[config.mk]
export PLATFORM = sky130hd
export DESIGN_NAME = tcp_connection_state_engine_core
export DESIGN_NICKNAME = d
export VERILOG_FILES = /design/src/rtl/tcse_pkg.sv /design/src/rtl/tcp_connection_state_engine_core.sv /design/src/rtl/tcse_entry_mem.sv /design/src/rtl/tcse_step.sv /design/src/rtl/tcse_result_fifo.sv
export VERILOG_INCLUDE_DIRS = /design/src /design/src/rtl
export SDC_FILE = /design/constraint.sdc
export NUM_CORES = 1
export LEC_CHECK = 0
export ABC_AREA = 0
export BUFFER_PORTS_ARGS = -buffer_cell sky130_fd_sc_hd__buf_2
export CAP_MARGIN = 20
export CORE_AREA = 3 3 403 405
export DETAILED_ROUTE_END_ITERATION = 8
export DIE_AREA = 0 0 406 408
export GPL_TIMING_DRIVEN = 0
export HOLD_SLACK_MARGIN = 0.06
export PLACE_DENSITY = 0.55
export SLEW_MARGIN = 10
export SYNTH_ARGS = -nofsm -noshare
export SYNTH_HDL_FRONTEND = slang
export SYNTH_SLANG_ARGS = --single-unit
[constraint.sdc]
create_clock -name clk -period 12.08 [get_ports clk]
set_input_delay 0 -clock clk [delete_from_list [all_inputs] [get_ports clk]]
set_output_delay 0 -clock clk [all_outputs]
set_load 0.01 [all_outputs]
[src/rtl/tcp_connection_state_engine_core_assert.svh]
// Assertion macros shared by the connection state engine RTL.
// Each macro expects signals named clk and rst in the enclosing module.
`ifndef TCP_CONNECTION_STATE_ENGINE_CORE_ASSERT_SVH
`define TCP_CONNECTION_STATE_ENGINE_CORE_ASSERT_SVH

// Same-cycle implication, checked outside reset.
`define TCSE_ASSERT_NOW(label, ante, cons) \
  label: assert property (@(posedge clk) disable iff (rst) (ante) |-> (cons)) \
    else $error("tcse assertion failed");

// Next-cycle implication, checked outside reset.
`define TCSE_ASSERT_NEXT(label, ante, cons) \
  label: assert property (@(posedge clk) disable iff (rst) (ante) |=> (cons)) \
    else $error("tcse assertion failed");

`endif

[src/rtl/tcse_pkg.sv]
// Shared types and constants of the TCP connection state engine.
// No dependencies; imported by every module of the block.
package tcse_pkg;

  localparam int CONNECTIONS_DEFAULT = 16;
  localparam logic [7:0] MAX_RETRIES_RESET = 8'd3;
  localparam int HDR_MIN_WORDS = 5;
  localparam int WORD_BYTES = 4;

  typedef enum logic [3:0] {
    ST_CLOSED      = 4'd0,
    ST_LISTEN      = 4'd1,
    ST_SYN_SENT    = 4'd2,
    ST_SYN_RCVD    = 4'd3,
    ST_ESTABLISHED = 4'd4,
    ST_FIN_WAIT_1  = 4'd5,
    ST_FIN_WAIT_2  = 4'd6,
    ST_CLOSING     = 4'd7,
    ST_LAST_ACK    = 4'd8
  } conn_state_t;

  typedef enum logic [2:0] {
    SEND_NONE = 3'd0,
    SEND_SYN  = 3'd1,
    SEND_ACK  = 3'd2,
    SEND_FIN  = 3'd3,
    SEND_RST  = 3'd4
  } send_kind_t;

  typedef enum logic [1:0] {
    FUNC_SEGMENT = 2'd0,
    FUNC_TICK    = 2'd1,
    FUNC_OPEN    = 2'd2,
    FUNC_CLOSE   = 2'd3
  } func_t;

  typedef enum logic [1:0] {
    OPEN_LISTEN      = 2'd0,
    OPEN_CONNECT     = 2'd1,
    OPEN_ESTABLISHED = 2'd2
  } open_mode_t;

  typedef enum logic [1:0] {
    CTL_CLEAR = 2'd0,
    CTL_IDLE  = 2'd1,
    CTL_EXEC  = 2'd2
  } ctl_state_t;

  typedef struct packed {
    conn_state_t st;
    logic [31:0] remote_seq;
    logic [7:0]  syn_retry_count;
    logic [7:0]  fin_retry_count;
    logic        in_use;
  } entry_t;

  typedef struct packed {
    func_t       func;
    logic [3:0]  conn;
    logic        seg_syn;
    logic        seg_ack;
    logic        seg_fin;
    logic        seg_rst;
    logic [31:0] seg_seq;
    logic [3:0]  header_words;
    logic [15:0] payload_len;
    logic [1:0]  open_mode;
  } req_t;

  typedef struct packed {
    send_kind_t  send_kind;
    logic        send_ack_flag;
    logic [31:0] ack_number;
    logic        data_accepted;
    conn_state_t conn_state_out;
    logic        last;
  } result_t;

endpackage

[src/rtl/tcp_connection_state_engine_core.sv]
// Each request is read from the synchronous state table in the idle state and
// updated and written back in the exec state, which waits while the output
// queue lacks room, so the next request's read always sees the previous write.
// Results go to a two-entry queue, so requests keep flowing while one result
// waits to be taken, unless a request yields a pair. After reset the table is
// swept clear, one entry per cycle, until all CONNECTIONS entries are written,
// with in_ready low; max_retries can be written at any time meanwhile.
`include "tcp_connection_state_engine_core_assert.svh"
module tcp_connection_state_engine_core
  import tcse_pkg::*;
#(
  parameter int CONNECTIONS = CONNECTIONS_DEFAULT
) (
  input  logic        clk,
  input  logic        rst,
  input  logic        cfg_wr_en,
  input  logic [7:0]  cfg_wr_data,
  input  logic        in_valid,
  output logic        in_ready,
  input  logic [1:0]  func,
  input  logic [3:0]  conn,
  input  logic        seg_syn,
  input  logic        seg_ack,
  input  logic        seg_fin,
  input  logic        seg_rst,
  input  logic [31:0] seg_seq,
  input  logic [3:0]  header_words,
  input  logic [15:0] payload_len,
  input  logic [1:0]  open_mode,
  output logic        out_valid,
  input  logic        out_ready,
  output logic [2:0]  send_kind,
  output logic        send_ack_flag,
  output logic [31:0] ack_number,
  output logic        data_accepted,
  output logic [3:0]  conn_state_out,
  output logic        last
);

  localparam int AW = (CONNECTIONS > 1) ? $clog2(CONNECTIONS) : 1;

  ctl_state_t    ctl_state;
  ctl_state_t    ctl_state_next;
  logic [AW-1:0] clr_addr;
  logic [7:0]    max_retries;
  req_t          req;
  logic          accept;
  logic          in_range;
  logic          exec_go;
  logic          mem_we;
  logic [AW-1:0] mem_waddr;
  entry_t        mem_wdata;
  entry_t        mem_rdata;
  entry_t        ent_next;
  logic [1:0]    res_count;
  logic [1:0]    push_count;
  logic [1:0]    free_count;
  result_t       res0;
  result_t       res1;
  result_t       out_data;

  assign accept   = in_valid && in_ready;
  assign in_range = (int'(req.conn) < CONNECTIONS);
  assign exec_go  = (ctl_state == CTL_EXEC) && (free_count >= res_count);

  always_ff @(posedge clk) begin
    if (rst) begin
      max_retries <= MAX_RETRIES_RESET;
    end else if (cfg_wr_en) begin
      max_retries <= cfg_wr_data;
    end
  end

  always_ff @(posedge clk) begin
    if (accept) begin
      req.func         <= func_t'(func);
      req.conn         <= conn;
      req.seg_syn      <= seg_syn;
      req.seg_ack      <= seg_ack;
      req.seg_fin      <= seg_fin;
      req.seg_rst      <= seg_rst;
      req.seg_seq      <= seg_seq;
      req.header_words <= header_words;
      req.payload_len  <= payload_len;
      req.open_mode    <= open_mode;
    end
  end

  always_ff @(posedge clk) begin
    if (rst) begin
      ctl_state <= CTL_CLEAR;
      clr_addr  <= '0;
    end else begin
      ctl_state <= ctl_state_next;
      if (ctl_state == CTL_CLEAR) begin
        clr_addr <= clr_addr + 1'b1;
      end
    end
  end

  always_comb begin
    ctl_state_next = ctl_state;
    case (ctl_state)
      CTL_CLEAR: begin
        if (clr_addr == AW'(CONNECTIONS - 1)) begin
          ctl_state_next = CTL_IDLE;
        end
      end
      CTL_IDLE: begin
        if (in_valid) begin
          ctl_state_next = CTL_EXEC;
        end
      end
      CTL_EXEC: begin
        if (exec_go) begin
          ctl_state_next = CTL_IDLE;
        end
      end
      default: ctl_state_next = CTL_CLEAR;
    endcase
  end

  always_comb begin
    in_ready   = 1'b0;
    mem_we     = 1'b0;
    mem_waddr  = AW'(req.conn);
    mem_wdata  = ent_next;
    push_count = 2'd0;
    case (ctl_state)
      CTL_CLEAR: begin
        mem_we    = 1'b1;
        mem_waddr = clr_addr;
        mem_wdata = '0;
      end
      CTL_IDLE: in_ready = 1'b1;
      CTL_EXEC: begin
        mem_we     = exec_go && in_range;
        push_count = exec_go ? res_count : 2'd0;
      end
      default: in_ready = 1'b0;
    endcase
  end

  tcse_entry_mem #(
    .DEPTH(CONNECTIONS),
    .AW(AW)
  ) u_mem (
    .clk  (clk),
    .we   (mem_we),
    .waddr(mem_waddr),
    .wdata(mem_wdata),
    .re   (accept),
    .raddr(AW'(conn)),
    .rdata(mem_rdata)
  );

  tcse_step u_step (
    .req        (req),
    .ent        (mem_rdata),
    .in_range   (in_range),
    .max_retries(max_retries),
    .ent_next   (ent_next),
    .res_count  (res_count),
    .res0       (res0),
    .res1       (res1)
  );

  tcse_result_fifo u_fifo (
    .clk       (clk),
    .rst       (rst),
    .push_count(push_count),
    .push0     (res0),
    .push1     (res1),
    .free_count(free_count),
    .out_valid (out_valid),
    .out_ready (out_ready),
    .out_data  (out_data)
  );

  assign send_kind      = out_data.send_kind;
  assign send_ack_flag  = out_data.send_ack_flag;
  assign ack_number     = out_data.ack_number;
  assign data_accepted  = out_data.data_accepted;
  assign conn_state_out = out_data.conn_state_out;
  assign last           = out_data.last;

  // An accepted request always moves on to its update cycle.
  `TCSE_ASSERT_NEXT(a_accept_to_exec, accept, ctl_state == CTL_EXEC)
  // The reset sweep writes only cleared entries.
  `TCSE_ASSERT_NOW(a_clear_zero, ctl_state == CTL_CLEAR, mem_we && mem_wdata == '0)
  // A write-back leaves the update cycle, so no second write hits the entry.
  `TCSE_ASSERT_NEXT(a_single_write, mem_we && ctl_state == CTL_EXEC, ctl_state == CTL_IDLE)

endmodule

[src/rtl/tcse_entry_mem.sv]
// Per-connection state table: one synchronous memory, one write and one
// registered read port. Depends on tcse_pkg for the entry layout.
module tcse_entry_mem
  import tcse_pkg::*;
#(
  parameter int DEPTH = CONNECTIONS_DEFAULT,
  parameter int AW = (DEPTH > 1) ? $clog2(DEPTH) : 1
) (
  input  logic          clk,
  input  logic          we,
  input  logic [AW-1:0] waddr,
  input  entry_t        wdata,
  input  logic          re,
  input  logic [AW-1:0] raddr,
  output entry_t        rdata
);

  entry_t mem [DEPTH];

  always_ff @(posedge clk) begin
    if (we) begin
      mem[waddr] <= wdata;
    end
  end

  always_ff @(posedge clk) begin
    if (re) begin
      rdata <= mem[raddr];
    end
  end

endmodule

[src/rtl/tcse_step.sv]
// Next-entry and result logic for one request against one table entry.
// Depends on tcse_pkg; purely combinational, used in the update cycle.
module tcse_step
  import tcse_pkg::*;
(
  input  req_t       req,
  input  entry_t     ent,
  input  logic       in_range,
  input  logic [7:0] max_retries,
  output entry_t     ent_next,
  output logic [1:0] res_count,
  output result_t    res0,
  output result_t    res1
);

  logic [31:0] hdr_bytes;
  logic [31:0] end_seq;

  // End of the received segment, modulo 2^32 (a short data offset wraps).
  assign hdr_bytes = (32'(req.header_words) - 32'(HDR_MIN_WORDS)) * 32'(WORD_BYTES);
  assign end_seq = req.seg_seq + hdr_bytes + 32'(HDR_MIN_WORDS * WORD_BYTES)
                 + 32'(req.payload_len) + 32'd1;

  always_comb begin
    send_kind_t kind;
    logic       ackf;
    logic       data;
    logic       two;
    conn_state_t st;

    ent_next = ent;
    kind = SEND_NONE;
    ackf = 1'b0;
    data = 1'b0;
    two  = 1'b0;
    st   = ent.st;

    case (req.func)
      FUNC_SEGMENT: begin
        if (req.seg_syn) begin
          if (st == ST_LISTEN) begin
            ent_next.remote_seq = req.seg_seq + 32'd1;
            kind = SEND_SYN;
            ackf = 1'b1;
            st = ST_SYN_RCVD;
          end else if (st == ST_SYN_SENT && req.seg_ack) begin
            ent_next.remote_seq = req.seg_seq + 32'd1;
            kind = SEND_ACK;
            ackf = 1'b1;
            st = ST_ESTABLISHED;
          end else if (st == ST_SYN_RCVD && !req.seg_ack) begin
            ent_next.remote_seq = req.seg_seq + 32'd1;
            kind = SEND_SYN;
            ackf = 1'b1;
          end
        end else if (req.seg_fin) begin
          if (!req.seg_ack) begin
            if (st == ST_ESTABLISHED) begin
              // Passive close answers with an ACK and then our own FIN.
              st = ST_LAST_ACK;
              two = 1'b1;
            end else if (st == ST_FIN_WAIT_1) begin
              kind = SEND_ACK;
              ackf = 1'b1;
              st = ST_CLOSING;
            end else if (st == ST_FIN_WAIT_2) begin
              kind = SEND_ACK;
              ackf = 1'b1;
              st = ST_CLOSED;
            end else begin
              kind = SEND_RST;
            end
          end
        end else if (req.payload_len == 16'd0 && req.seg_ack) begin
          if (st == ST_SYN_RCVD) begin
            ent_next.remote_seq = req.seg_seq + 32'd1;
            st = ST_ESTABLISHED;
          end else if (st == ST_LAST_ACK || st == ST_CLOSING) begin
            st = ST_CLOSED;
          end else if (st == ST_FIN_WAIT_1) begin
            st = ST_FIN_WAIT_2;
          end
        end else if (req.seg_rst) begin
          if (st == ST_FIN_WAIT_1 || st == ST_FIN_WAIT_2 ||
              st == ST_CLOSING || st == ST_LAST_ACK) begin
            st = ST_CLOSED;
          end
        end else if (st == ST_ESTABLISHED) begin
          if (end_seq > ent.remote_seq) begin
            ent_next.remote_seq = end_seq;
          end
          data = 1'b1;
        end
      end
      FUNC_TICK: begin
        if (ent.in_use) begin
          if (st == ST_SYN_RCVD || st == ST_SYN_SENT) begin
            if (ent.syn_retry_count < max_retries) begin
              ent_next.syn_retry_count = ent.syn_retry_count + 8'd1;
              kind = SEND_SYN;
              ackf = (st == ST_SYN_RCVD);
            end
          end else if (st == ST_FIN_WAIT_1 || st == ST_CLOSING || st == ST_LAST_ACK) begin
            if (ent.fin_retry_count < max_retries) begin
              ent_next.fin_retry_count = ent.fin_retry_count + 8'd1;
              kind = SEND_FIN;
            end
          end
        end
      end
      FUNC_OPEN: begin
        ent_next.remote_seq = '0;
        ent_next.syn_retry_count = '0;
        ent_next.fin_retry_count = '0;
        ent_next.in_use = 1'b1;
        case (open_mode_t'(req.open_mode))
          OPEN_LISTEN: st = ST_LISTEN;
          OPEN_CONNECT: begin
            st = ST_SYN_SENT;
            kind = SEND_SYN;
          end
          OPEN_ESTABLISHED: st = ST_ESTABLISHED;
          default: st = ST_CLOSED;
        endcase
      end
      default: begin
        st = ST_FIN_WAIT_1;
        kind = SEND_FIN;
      end
    endcase

    ent_next.st = st;

    res0.send_kind      = two ? SEND_ACK : kind;
    res0.send_ack_flag  = two ? 1'b1 : ackf;
    res0.ack_number     = ent_next.remote_seq;
    res0.data_accepted  = data;
    res0.conn_state_out = st;
    res0.last           = !two;

    res1.send_kind      = SEND_FIN;
    res1.send_ack_flag  = 1'b0;
    res1.ack_number     = ent_next.remote_seq;
    res1.data_accepted  = 1'b0;
    res1.conn_state_out = st;
    res1.last           = 1'b1;

    if (!in_range) begin
      res_count = 2'd0;
    end else if (two) begin
      res_count = 2'd2;
    end else begin
      res_count = 2'd1;
    end
  end

endmodule

[src/rtl/tcse_result_fifo.sv]
// Two-entry result queue between the update stage and the output channel.
// Takes one or two results per cycle. Depends on tcse_pkg and the assert header.
`include "tcp_connection_state_engine_core_assert.svh"
module tcse_result_fifo
  import tcse_pkg::*;
(
  input  logic       clk,
  input  logic       rst,
  input  logic [1:0] push_count,
  input  result_t    push0,
  input  result_t    push1,
  output logic [1:0] free_count,
  output logic       out_valid,
  input  logic       out_ready,
  output result_t    out_data
);

  result_t    slots [2];
  logic       head;
  logic [1:0] count;
  logic       pop;
  logic       tail;

  assign pop        = out_valid && out_ready;
  assign out_valid  = (count != 2'd0);
  assign out_data   = slots[head];
  assign free_count = 2'd2 - count;
  assign tail       = head ^ count[0];

  always_ff @(posedge clk) begin
    if (push_count != 2'd0) begin
      slots[tail] <= push0;
    end
    if (push_count == 2'd2) begin
      slots[!tail] <= push1;
    end
  end

  always_ff @(posedge clk) begin
    if (rst) begin
      head  <= 1'b0;
      count <= 2'd0;
    end else begin
      if (pop) begin
        head <= !head;
      end
      count <= count + push_count - {1'b0, pop};
    end
  end

  // The first of a pair never leaves without its partner already queued.
  `TCSE_ASSERT_NOW(a_pair_held, out_valid && !out_data.last, count == 2'd2)
  // The writer never overfills the queue.
  `TCSE_ASSERT_NOW(a_no_overflow, push_count != 2'd0, push_count <= free_count)

endmodule

Word-level counts from Yosys, hierarchy flattened
Memories as Yosys holds them, arrays and structs flattened. A register that Yosys moved wholly into a read port is not among the register bits.
Index checks and enable logic that the tools add are counted.
- add/subtract/negate cells: 12
- multipliers: 0
- divide/modulo/power cells: 0
- magnitude comparators: 4
- eq/ne operators: 19
- shifts and indexed selects: 0
- multiplexer cells: 95
- bitwise logic cells: 1
- reduce and logical (&&, ||, !) cells: 24
- operator list (operator ; number):
    32-bit 2-to-1 mux ; 10
    32-bit by 1-bit adder with 32-bit output, second input constant ; 2
    32-bit one-hot mux with 2 select lines ; 1
    4-bit 2-to-1 mux ; 15
    53-bit 2-to-1 mux ; 1
    8-bit 2-to-1 mux ; 5
    1-bit 2-to-1 mux ; 36
    3-bit 2-to-1 mux ; 11
    32-bit by 16-bit adder with 32-bit output ; 1
    32-bit adder ; 1
    32-bit by 5-bit adder with 32-bit output, second input constant ; 1
    32-bit > comparator ; 1
    16-bit one-hot mux with 2 select lines ; 1
    3-bit one-hot mux with 3 select lines ; 2
    8-bit by 1-bit adder with 8-bit output, second input constant ; 2
    4-bit by 3-bit equality test with 1-bit output, second input constant ; 4
    16-bit zero test ; 1
    8-bit < comparator ; 2
    16-bit 2-to-1 mux ; 1
    2-bit 2-to-1 mux ; 8
    4-bit one-hot mux with 3 select lines ; 1
    2-bit equality test, second input constant ; 4
    4-bit by 2-bit equality test with 1-bit output, second input constant ; 2
    4-bit equality test, second input constant ; 2
    19 further kinds ; 40
- bits in registers: 81
- bits in latches: 0
- memory bits (writable): 932
- memory bits (read-only): 0
- output and inout port bits: 44
- memories: 2
- memory list (memory ; words ; width ; read ports ; clocked after Yosys merged registers in ; write ports ; RTL line ; source):
    u_mem.mem ; 16 ; 53 ; 1 ; 1 ; 1 ; tcse_entry_mem.sv:18 ; entry_t mem [DEPTH];
    u_fifo.slots ; 2 ; 42 ; 1 ; 1 ; 2 ; tcse_result_fifo.sv:18 ; result_t slots [2];

Longest topological paths before layout
Gate-level depths: netlist of the first run.
- depth after elaboration: 14
- mapped depth: 29
- mapped depth without buffers: 25

Cells and area by module
A second synthesis of the first run with hierarchy kept.
- cells, all modules: 2971
- area, all modules: 48566.6 um2
- by module, submodules not included (module ; times used ; cells each ; area an instance (um2) ; seq. area each (um2)):
    tcse_entry_mem ; 1 ; 1370 ; 33338.2 ; 27055.9
    tcse_step ; 1 ; 1154 ; 7802.5 ; 0.0
    tcse_result_fifo ; 1 ; 253 ; 4425.5 ; 2602.5
    tcp_connection_state_engine_core ; 1 ; 194 ; 3000.4 ; 2202.1

Least setup slack after synthesis of the first run
OpenSTA, ideal clock, no wires.
- path kind: register -> register
- start: reg, netlist name req[18]
- end: mem u_mem.mem[0][43] in the netlist's numbering (data pin)
- setup time: 0.392 ns
- arrival: 7.410 ns
- data required time: 11.688 ns
- slack: 4.278 ns
- cell stages (with the launch flop): 30
- period minus slack after synthesis: 7.802 ns
- cells stage by stage: edfxtp_1 inv_1 ha_1 inv_1 a21oi_1 inv_1 fa_1 inv_1 ha_1 ha_1 buf_2 a21oi_2 o21ai_0 o21bai_1 and2_1 clkbuf_1 a21oi_1 or3_1 and2_1 ha_1 nand4_1 nor4_1 nor3b_2 o31a_1 buf_2 nor2_1 buf_2 nand2_1 a31oi_1 o41ai_1
- RTL lines (element ; RTL line):
    to (decl) ; tcse_entry_mem.sv:18

==> flow_metrics.tcl, run 1 <==
set metrics [dict create \
    cp-end-kind "flop" \
    yosysMostFrequentCell "edfxtp_1" \
    worst_ep_required_time_ns 12.51 \
    worstPathArrival_ns 9.28 \
    drv_slew 0 \
    r2r_setup_slack_ns 3.23 \
    dp.cells 5152 \
    firstDrtPassIters 6 \
    worst_slew_pin_slew_ns 1.177 \
    start_util 0.3004 \
    min_from "rst" \
    synth_top_family_by_area "multiplexers" \
    insertion_delay_ns 0.72 \
    cts_resized 0 \
    slew_headroom 0.2090 \
    path_class "flop to flop" \
    synthAdderAreaFrac 0.04198 \
    nNetsFinal 3600 \
    drv_cap 0 \
    p_leak_uw 0.01950 \
    synth_compound_area_frac 0.05872 \
    fillers 14730 \
    grt_max_degree 48 \
    wl_um 143200 \
    slowest_delay_ns 0.69 \
    muxShareOfSynthArea 0.1392 \
    synthTopCellsByCount "edfxtp_1, mux4_2, nor2_1" \
    drt-initial-drc-count 2860 \
    period_minus_slack_ns 8.852 \
    numClockSinks 1067 \
    crit_slowest_cell "a31oi_1" \
    cts_max_level 3 \
    die_y_um 408 \
    gp_congestion 0.9331 \
    syn_avg_cell_area_um2 16.52 \
    fmax_mhz 113.0 \
    postRouteAntennaNets 0 \
    post-route-period-util 0.7328 \
    rsz0062_at_grt "no" \
    min_to "clr_addr[3]$_SDFFE_PP0P_" \
    worstHoldPathCells 3 \
    antenna_found_initial 3 \
    synth_edf_count 1037 \
    synth_xor_area_frac 0.01357 \
    clk_pin_slew_ns 0.06 \
    tns_ns 0 \
    avgRoutedWirePerCell_um 25.88 \
    syn_to_final_growth_pct 21.52 \
    viasPerCell 5.227 \
    ys_warn_count 0 \
    cts_buffers 107 \
    ios 121 \
    core_um2 158700 \
    drc 0 \
    grtUsageTotal 0.1701 \
    netlist-cell-type-count 89 \
    die_area_um2 165600 \
    status "finished, final reports clean" \
    diodes 0 \
    final_cell_count_no_fill 5534 \
    synth-seq-cells 1067 \
    finalSetupViolCount 0 \
    overflow 0 \
    place.detailed.hpwl_um 100500 \
    critPathLaunchType "flop" \
    r2r-start "req[18]$_DFFE_PP_" \
    clock_tree.root_cell "clkbuf_16" \
    ir_worst_vdd_mv 0.1127 \
    r2r_cells 28 \
    synth-simple-area-share 0.05877 \
    grt_pass1_wl_um 205700 \
    rows 146 \
    first_global_vias 28950 \
    die_w_um 406 \
    synthArstFlopShare 0 \
    r2r-end "u_mem.mem[3][35]$_DFFE_PP_" \
    synthFlopType "edfxtp_1" \
    cts_tree "yes" \
    min_path_type "input port to flop" \
    ys_seq_area_frac 0.6656 \
    synth_fp_nets 3114 \
    hold_viol 0 \
    clock_skew_ns 0.03749 \
    syn_area_um2 47690 \
    synthCells 2886 \
    yosysTopAreaCell "edfxtp_1" \
    synth_top_area_frac 0.6530 \
    vias 28930 \
    crit_fanout 16 \
    io_buffers 118 \
    drive_above_1_share 0.2184 \
    synthTopCellsByArea "edfxtp_1, mux4_2, ha_1" \
    p_per_area_nw_per_um2 136.4 \
    cts_buffer_depth 3 \
]
-- per-stage QoR --
step           worst slack, ns  area [um2]  hold WS (ns)    util  power (uW)
2_1_floorplan            4.278       47690       0.09887       -        4418
3_3_place_gp            0.1664       50870        0.1791  0.3204        4563
3_5_place_dp             3.199       52520        0.1781  0.3309        4594
4_1_cts                  3.186       57730        0.1864  0.3636        7977
5_1_grt                  2.643       57950        0.2724  0.3650        8149
6_report                 3.228       57950        0.2837  0.3650        7902
-- how the worst max path moves through the flow --
stage	start	to	depth (start not counted)
2_1_floorplan	req[18]$_DFFE_PP_	u_mem.mem[0][43]$_DFFE_PP_	29
3_3_place_gp	req[18]$_DFFE_PP_	u_mem.mem[2][17]$_DFFE_PP_	25
3_5_place_dp	req[18]$_DFFE_PP_	u_mem.mem[2][34]$_DFFE_PP_	26
4_1_cts	req[18]$_DFFE_PP_	u_mem.mem[8][34]$_DFFE_PP_	26
5_1_grt	req[18]$_DFFE_PP_	u_mem.mem[3][35]$_DFFE_PP_	26
6_report	req[18]$_DFFE_PP_	u_mem.mem[3][35]$_DFFE_PP_	28
-- registers in the layout, indices dropped and copies added (netlist names), named ones only --
name,cells
req,64
u_mem.rdata,53
u_mem.mem,848
u_fifo.slots,84
ctl_state,2
max_retries,8
clr_addr,4
u_fifo.count,2
u_fifo.head,1
-- layer usage --
metal / global-route usage / wire length, um / vias to the layer above
met3: 0.01934 / 8304 / 209
li1: - / - / 12550
met2: 0.2965 / 72820 / 1080
met5: 0 / 0 / -
met4: 0.05814 / 4492 / 0
met1: 0.2191 / 57600 / 15090
-- cell families (layout without fill, tap and decap cells) --
family                   count (synthesis)  after routing
flip-flops                            1067           1067
AND/OR/NAND/NOR                        580            580
AO/OA/AOI/OAI                          412            412
multiplexers                           326            326
buffers and inverters                  277            853
adder cells (fa/ha/maj)                151            151
XOR/XNOR                                73             73
-- repair_timing --
item,4_1_cts,5_1_grt
endpoints found under the hold margin,106,0
setup buffers,0,0
hold buffers,165,0
endpoints found under the setup margin,0,0
-- worst max-delay path: cells and delay by family (launching register included) --
family	cells	cell delay, ns
AO/OA/AOI/OAI	7	1.98
adder cells (fa/ha/maj)	5	1.61
buffers and inverters	7	1.57
flip-flops	1	0.38
AND/OR/NAND/NOR	9	3.03
-- power breakdown --
part	internal (uW)	switching, uW	leakage (uW)	total [uW]
combinational	222	224	0.00806	447
clock	1900	1450	0.00175	3340
sequential	4090	18.7	0.00969	4110
total	6210	1690	0.0195	7900
-- layout make-up --
type | count | area [um2] | share of cell area
Sequential cell | 1067 | 31740 | 0.5477
Multi-Input combinational cell | 1542 | 15060 | 0.2598
Timing Repair Buffer | 377 | 3948 | 0.06812
Clock buffer | 133 | 2954 | 0.05098
Tap cell | 2072 | 2592 | 0.04474
Clock inverter | 66 | 599.3 | 0.01034
Buffer | 139 | 540.5 | 0.009327
Inverter | 138 | 518.0 | 0.008939
-- cells in the final DEF (no fill, tap or decap), types with 33 or more instances in the layout --
cell              n
edfxtp_1       1037
buf_12           33
nand4_1          44
clkbuf_16       114
nor2_1          188
a21oi_1         101
xnor2_1          45
ha_1            136
nor3_1           42
nand3_1          42
inv_1           135
o21ai_0          67
buf_2           133
nand2_1         122
dlygate4sd3_1   165
mux2_2           46
clkbuf_1        115
mux4_2          265
(Power assumes the default switching activity.)
==> run 2, diff against run 1 <==
--- a/config.mk
+++ b/config.mk
@@ -6,12 +6,12 @@
 export SDC_FILE = /design/constraint.sdc
 export NUM_CORES = 1
 export LEC_CHECK = 0
-export ABC_AREA = 0
+export ABC_AREA = 1
 export BUFFER_PORTS_ARGS = -buffer_cell sky130_fd_sc_hd__buf_2
 export CAP_MARGIN = 20
-export CORE_AREA = 3 3 403 405
+export CORE_AREA = 3 3 414 416
 export DETAILED_ROUTE_END_ITERATION = 8
-export DIE_AREA = 0 0 406 408
+export DIE_AREA = 0 0 417 419
 export GPL_TIMING_DRIVEN = 0
 export HOLD_SLACK_MARGIN = 0.06
 export PLACE_DENSITY = 0.55
==> constraint.sdc (replaced) <==
create_clock -name clk -period 8.25 [get_ports clk]
set_input_delay 0 -clock clk [delete_from_list [all_inputs] [get_ports clk]]
set_output_delay 0 -clock clk [all_outputs]
set_load 0.01 [all_outputs]
==> run 2 against run 1 <==
Routed wire length rose by 23%. Synthesized cell count is 53% higher. Largest cell class unchanged. Maximum frequency up 18%. Critical endpoint is now u_mem.mem[5][41]$_DFFE_PP_. Global-route usage rose by 2.6 points. Via count up 26%. Sequential power grew 46%. Setup slack got worse by 2.5 ns. Die area rose by 5.5%. Final cell count up 30%. Register-to-register slack got worse by 2.5 ns. Synthesized area up 5.6%.
==> flow_metrics.tcl, run 2 <==
set metrics [dict create \
    status "finished, final reports clean" \
    finalInstanceArea_um2 60250 \
    r2r_cells 35 \
    syn_area_um2 50360 \
    synth-seq-cells 1067 \
    worstPathArrival_ns 8.10 \
    ys_seq_area_frac 0.6303 \
    tns_ns 0 \
    worst_slew_pin_slew_ns 1.223 \
    synth_top_family_by_area "compound AO/OA/AOI/OAI gates" \
    hold_viol 0 \
    die_y_um 419 \
    drc 0 \
    grt_pass1_wl_um 247400 \
    gp_congestion 0.9351 \
    numClockSinks 1067 \
    synth-simple-area-share 0.08994 \
    syn_to_final_growth_pct 19.65 \
    worstHoldPathCells 2 \
    die_w_um 417 \
    slew_headroom 0.1848 \
    cp_common_cell "nand2_1" \
    synth_xor_area_frac 0.006957 \
    netlist-cell-type-count 52 \
    fmax_mhz 132.9 \
    first_global_vias 35170 \
    place_ws_ns 0.6215 \
    ys_warn_count 0 \
    final_common_cell "edfxtp_1" \
    min_path_type "input port to flop" \
    antenna_found_initial 6 \
    yosysMostFrequentCell "edfxtp_1" \
    cts_max_level 3 \
    viasPerCell 5.085 \
    period_minus_slack_ns 7.524 \
    clock_tree.root_cell "clkbuf_16" \
    fillers 16370 \
    synthFlopType "edfxtp_1" \
    mostFrequentLayoutCells "edfxtp_1, nand2_1, inv_1" \
    p_leak_uw 0.02316 \
    overflow 0 \
    drt-initial-drc-count 3801 \
    critPathLaunchType "flop" \
    vias 36460 \
    syn_avg_cell_area_um2 11.44 \
    worst_ep_required_time_ns 8.83 \
    cts_buffers 105 \
    synthArstFlopShare 0 \
    rows 150 \
    p_per_area_nw_per_um2 196.8 \
    grt_max_degree 83 \
    core_um2 167600 \
    fin_util 0.3595 \
    synthCells 4403 \
    clk_pin_slew_ns 0.07 \
    slowest_delay_ns 0.87 \
    synth_fp_nets 4631 \
    path_class "flop to flop" \
    finalSetupViolCount 0 \
    avgRoutedWirePerCell_um 24.55 \
    rsz0062_at_grt "no" \
    place_area_um2 55160 \
    yosysTopAreaCell "edfxtp_1" \
    post-route-period-util 0.9120 \
    cp-end-kind "flop" \
    grtUsageTotal 0.1957 \
    die_area_um2 174700 \
    drv_cap 0 \
    ir_worst_vdd_mv 0.1835 \
    muxShareOfSynthArea 0.05041 \
    drv_slew 0 \
    drive_above_1_share 0.1193 \
    wl_um 176000 \
    synthTopCellsByArea "edfxtp_1, a21oi_1, nand2_1" \
    fin_ws_ns 0.7263 \
    synth_top_area_frac 0.6184 \
    synth_compound_area_frac 0.1235 \
    place.detailed.hpwl_um 127400 \
    firstDrtPassIters 6 \
    io_buffers 119 \
    nNetsFinal 5099 \
    crit_slowest_cell "a21oi_1" \
    crit_fanout 15 \
    postRouteAntennaNets 0 \
    cts_tree "yes" \
    top_register "u_mem.mem" \
    ios 121 \
    p_total_uw 11860 \
    cts_resized 0 \
    synthTopCellsByCount "edfxtp_1, nand2_1, inv_1" \
    synth_edf_count 1037 \
    largest_reg_flops 848 \
    start_util 0.3005 \
    synthAdderAreaFrac 0.03975 \
    cts_buffer_depth 3 \
    clock_skew_ns 0.07680 \
    insertion_delay_ns 0.73 \
    top_regs "u_mem.mem (848), u_fifo.slots (84), req (64)" \
]
==> run 2: path summary, 6_finish.rpt <==
check / startpoint / slack [ns] / to
setup reg to reg: req[18]$_DFFE_PP_ / 0.73 / u_mem.mem[5][41]$_DFFE_PP_
setup / recovery: req[18]$_DFFE_PP_ / 0.73 / u_mem.mem[5][41]$_DFFE_PP_
hold reg to reg: u_fifo.slots[1][38]$_SDFFE_PP0P_ / 0.47 / u_fifo.slots[1][38]$_SDFFE_PP0P_
hold / removal: seg_seq[16] / 0.1 / req[38]$_DFFE_PP_
==> run 2: area by class of cell <==
type,instances,area [um2],share of cell area
timing repair buffer,361,3369,0.05592
sequential,1067,31740,0.5268
clock inverter,62,656.9,0.01090
inverter,544,2049,0.03402
multi-input combinational,2577,15850,0.2631
buffer,215,933.4,0.01549
clock buffer,137,2882,0.04782
antenna,4,10.01,0.0001661
tap,2204,2758,0.04577
==> run 2: cells by family (layout without fill, tap and decap cells) <==
group | Yosys count | after routing
other cells | 0 | 4
compound gates | 1088 | 1088
fa+ha+maj | 151 | 151
xor+xnor | 40 | 40
mux | 249 | 249
flops | 1067 | 1067
simple gates | 1049 | 1049
buf+inv | 759 | 1319
==> run 2: timing repair <==
item	CTS	global route
hold buffers	141	0
endpoints found under the hold margin	114	0
buffers inserted	0	0
==> run 2: metrics by stage <==
| step | hold WS, ns | instances |
|---|---|---|
| after global routing | 0.07251 | 7167 |
| after global placement | 0.1794 | 6726 |
| after CTS | 0.06862 | 7152 |
| final | 0.09526 | 7171 |
| after floorplan | 0.09887 | 4403 |
| after detailed placement | 0.1788 | 6812 |
==> run 2: report_power, final <==
| part | switching [uW] | internal (uW) | total (uW) |
|---|---|---|---|
| registers | 26.2 | 5990 | 6020 |
| logic | 572 | 298 | 870 |
| clock network | 2160 | 2820 | 4970 |
==> run 2: critical path: cells and delay by family, from the launching register on <==
kind                     cells  cell delay (ns)
adder cells (fa/ha/maj)      5             1.71
AND/OR/NAND/NOR             22             3.14
flip-flops                   1             0.36
AO/OA/AOI/OAI                1             0.87
buffers and inverters        7             1.33
==> run 2: per-layer routing <==
metal,GRT usage,vias up,routed length [um]
met1,0.2498,18060,72080
met3,0.03495,308,12280
met2,0.3316,1401,84570
met4,0.07211,6,7037
li1,-,16680,-
met5,0,-,42
